--- src/sv/cfc_div.sv ---
// Restoring unsigned divider that produces one quotient bit per cycle.
module cfc_div #(
  parameter int unsigned DW = 34,
  parameter int unsigned NW = 9
) (
  input  logic          clk,
  input  logic          rst,
  input  logic          start,
  input  logic [DW-1:0] dividend,
  input  logic [NW-1:0] divisor,
  output logic          done,
  output logic [DW-1:0] quotient
);

  localparam int unsigned CNTW = $clog2(DW + 1);

  logic [NW-1:0]   rem;
  logic [CNTW-1:0] cnt;
  logic            run;
  logic [NW:0]     sh;
  logic            fits;

  assign sh = {rem, quotient[DW-1]};
  assign fits = sh >= {1'b0, divisor};

  always_ff @(posedge clk) begin
    if (rst) begin
      run <= 1'b0;
      done <= 1'b0;
      cnt <= '0;
    end else begin
      done <= 1'b0;
      if (start) begin
        run <= 1'b1;
        cnt <= CNTW'(DW);
      end else if (run) begin
        cnt <= cnt - 1'b1;
        if (cnt == CNTW'(1)) begin
          run <= 1'b0;
          done <= 1'b1;
        end
      end
    end
  end

  always_ff @(posedge clk) begin
    if (start) begin
      rem <= '0;
      quotient <= dividend;
    end else if (run) begin
      if (fits) begin
        rem <= NW'(sh - {1'b0, divisor});
      end else begin
        rem <= sh[NW-1:0];
      end
      quotient <= {quotient[DW-2:0], fits};
    end
  end

endmodule

--- config.mk ---
export PLATFORM = sky130hd
export DESIGN_NAME = cfc_div
export DESIGN_NICKNAME = d
export VERILOG_FILES = /design/src/sv/cfc_div.sv
export SDC_FILE = /design/constraint.sdc
export NUM_CORES = 1
export LEC_CHECK = 0
export BUFFER_PORTS_ARGS = -buffer_cell sky130_fd_sc_hd__clkbuf_2
export CAP_MARGIN = 10
export CORE_ASPECT_RATIO = 1.75
export CORE_MARGIN = 2
export CORE_UTILIZATION = 55
export CTS_CLUSTER_DIAMETER = 30
export DETAILED_ROUTE_END_ITERATION = 10
export GPL_ROUTABILITY_DRIVEN = 0
export PLACE_DENSITY = 0.81
export SYNTH_ARGS = -nofsm -noshare
export SYNTH_HDL_FRONTEND = slang
export SYNTH_SLANG_ARGS = --single-unit
--- constraint.sdc ---
create_clock -name clk -period 7.26 [get_ports clk]
set_clock_uncertainty 0.1 [all_clocks]
set_input_delay 0.363 -clock clk [delete_from_list [all_inputs] [get_ports clk]]
set_output_delay 0.363 -clock clk [all_outputs]
set_load 0.02 [all_outputs]
==> metrics.txt <==
status=finished, final reports clean; clock-pin slew on the worst setup and hold paths=0.09 ns; Post-synth ARST share=0%; Worst Setup Slack, final=4.39 ns; top cells by area, synth=edfxtp_1 39%, mux2_2 14%, dfxtp_1 13%; Sinks on Clock Net=51; Slew @ Worst Pin=about 0.75 ns; Max-Cap Viols=0; synth warn=0; Slowest cell on crit path=a211oi_4; Max Slew Vio Count=0; f_max=348 MHz; PD cells=216 nW/um2; port buffer count=80; Post-CTS Setup Inserts=0; post-synthesis register bit count=51; arrival time at the worst endpoint=2.99 ns; highest fanout seen on the critical path=15; leakage power=1.42 nW; clk buf depth=2; register area share after synthesis=51.6%; Std-Cell Core Area=roughly 4700 um2; clk_lat worst skew=0.30 ns; Root Buffer=clkbuf_8; RSZ-0062 raised after global routing=false; Mapped Cells=212; drc violations=0; vias in the first global route=1876; min cycle time layout=2.87 ns; Syn Area/Cell=12.5 um2; most common cell in the netlist=edfxtp_1; WL final=5250 um; Setup violations, final=0; synth unique cells=between 40 and 50; initial antenna violation count=0; Peak VDD IR=184 uV; syn_nets=270; endpoints failing hold=0; post-CTS sizing=0; Pre-antenna DRT Iters=4; initial core utilization=56.6%; Post-synth EDFFs=34; first-pass GRT wire length=8290 um; worst setup path class=reg -> reg; Tcrit/Tclk final=39.5%; ant diodes=0; GRT Util Overall=between 20 and 25%; fin nets=about 350; Initial DRC Count=46; largest net degree at the start of global routing=50; worst-path cell chain=inv_1, ha_1, inv_1, fa_1, a211oi_4, o31ai_4, a211oi_4, mux2i_1, a211oi_1; Synth top area share=38.7%; die height=95.7 um; die width=between 50 and 60 um; Avg WL per Cell=15.3 um; Critical Path Sink Type=flip-flop; P&R area growth vs syn=19.8%; Layout Cells excl Fill=344; most area-hungry cell type in the Yosys netlist=edfxtp_1; number of vias per cell=5.57; synth cell count leaders=34 x edfxtp_1, 33 x mux2_2, 17 x dfxtp_1; total grt overflow=0; data required time of the critical path=7.38 ns; Post-Place Cells=336; htree depth=2; normalized max-slew margin=49.8%; DP HPWL=3850 um; cts hold-fix bufs=0; via count=1915; I/O pin total=81; final core utilization=about two thirds; die area=5390 um2; CP startpoint kind=flip-flop; CTS tree=done; area of the mapped netlist=2640 um2; Row Count=33; setup TNS=0 ns; Design Power=0.000684 W; ratio of cells with drive above 1 in the final layout=roughly 44%; largest stage delay on the critical path=0.69 ns; number of routed nets with antenna violations=0; Worst Hold Class=in -> reg; TritonCTS Buffers=5; Synth Flop Type=edfxtp_1; worst slack at placement=between 4 and 5 ns
-- state kept, by name, summed over array words and instances (netlist names) --
signal,count
rem,9
run,1
done,1
quotient,34
cnt,6
-- metrics by stage --
step	cell area (um2)	hold slack [ns]
2_1_floorplan	2640	0.326
3_3_place_gp	3070	0.345
3_5_place_dp	3070	0.364
4_1_cts	3160	0.235
5_1_grt	3160	0.246
6_report	3160	0.251
-- final cells by class --
type | instances | area (um2)
inverters | 16 | 60.1
clock inverters | 1 | 8.76
repair buffers | 82 | 415
fillers | 356 | 1500
clock buffers | 7 | 86.3
flip-flops and latches | 51 | 1360
multi-input cells | 135 | 1170
well taps | 52 | 65.1
-- cell families after synthesis --
| logic type | after synthesis | synth area share [%] |
|---|---|---|
| adders and majority gates | 12 | 5.97 |
| xor gates and xnor gates | 10 | 3.32 |
| AOI/OAI and AO/OA | 34 | 11.2 |
| and+or+nand+nor | 41 | 7.73 |
| muxes | 38 | 16.0 |
| buffers and inverters | 26 | 4.27 |
| DFF | 51 | 51.6 |
-- routing by layer --
layer / routed length [um] / vias to the layer above / part of all wire [%] / track usage (%)
li1: - / 938 / - / -
met1: 2110 / 902 / 40 / 23.5
met2: 2710 / 65 / 52 / 34.4
met3: 314 / 10 / 6.0 / 5.29
met4: 116 / 0 / 2.2 / 8.73
met5: 0 / - / 0 / 0
-- cell usage in the layout, fill, tap and decap left out, types with 2 or more instances in the layout --
cell type | Yosys | layout
a211o_1 | 2 | 2
a211oi_1 | 3 | 3
a211oi_4 | 2 | 2
a21o_1 | 3 | 3
a21oi_1 | 5 | 5
a32oi_1 | 3 | 3
buf_4 | 0 | 2
clkbuf_2 | 0 | 80
clkbuf_8 | 0 | 6
dfxtp_1 | 17 | 17
edfxtp_1 | 34 | 34
ha_1 | 11 | 11
inv_1 | 16 | 16
mux2_2 | 33 | 33
mux2i_1 | 5 | 5
nand2_1 | 6 | 6
nand4_1 | 2 | 2
nor2_1 | 14 | 14
nor2b_1 | 3 | 3
nor3_1 | 7 | 7
o21ai_0 | 2 | 2
o31ai_1 | 4 | 4
xnor2_1 | 5 | 5
xor2_1 | 5 | 5
-- critical path: cells and delay by family, from the launching register on --
kind                     cells  cell delay [ns]
AO/OA/AOI/OAI                4             1.35
adder cells (fa/ha/maj)      2             0.59
flip-flops                   1             0.43
multiplexers                 1             0.18
buffers and inverters        2             0.13
-- path summary, 6_finish.rpt --
| check | from | to | slack [ns] | cells after the start |
|---|---|---|---|---|
| hold reg to reg | rem[8] | rem[8] | 0.37 | 2 |
| setup / recovery | quotient[33] | rem[1] | 4.39 | 9 |
| hold / removal | rst | cnt[1] | 0.25 | 2 |
| setup reg to reg | quotient[33] | rem[1] | 4.39 | 9 |
-- where the power goes --
part           switching, W  internal [W]
sequential        0.0000176      0.000341
clock             0.0000938     0.0000789
combinational     0.0000863     0.0000655
total              0.000198      0.000486
Note: power is estimated with default switching activity, not from simulation.
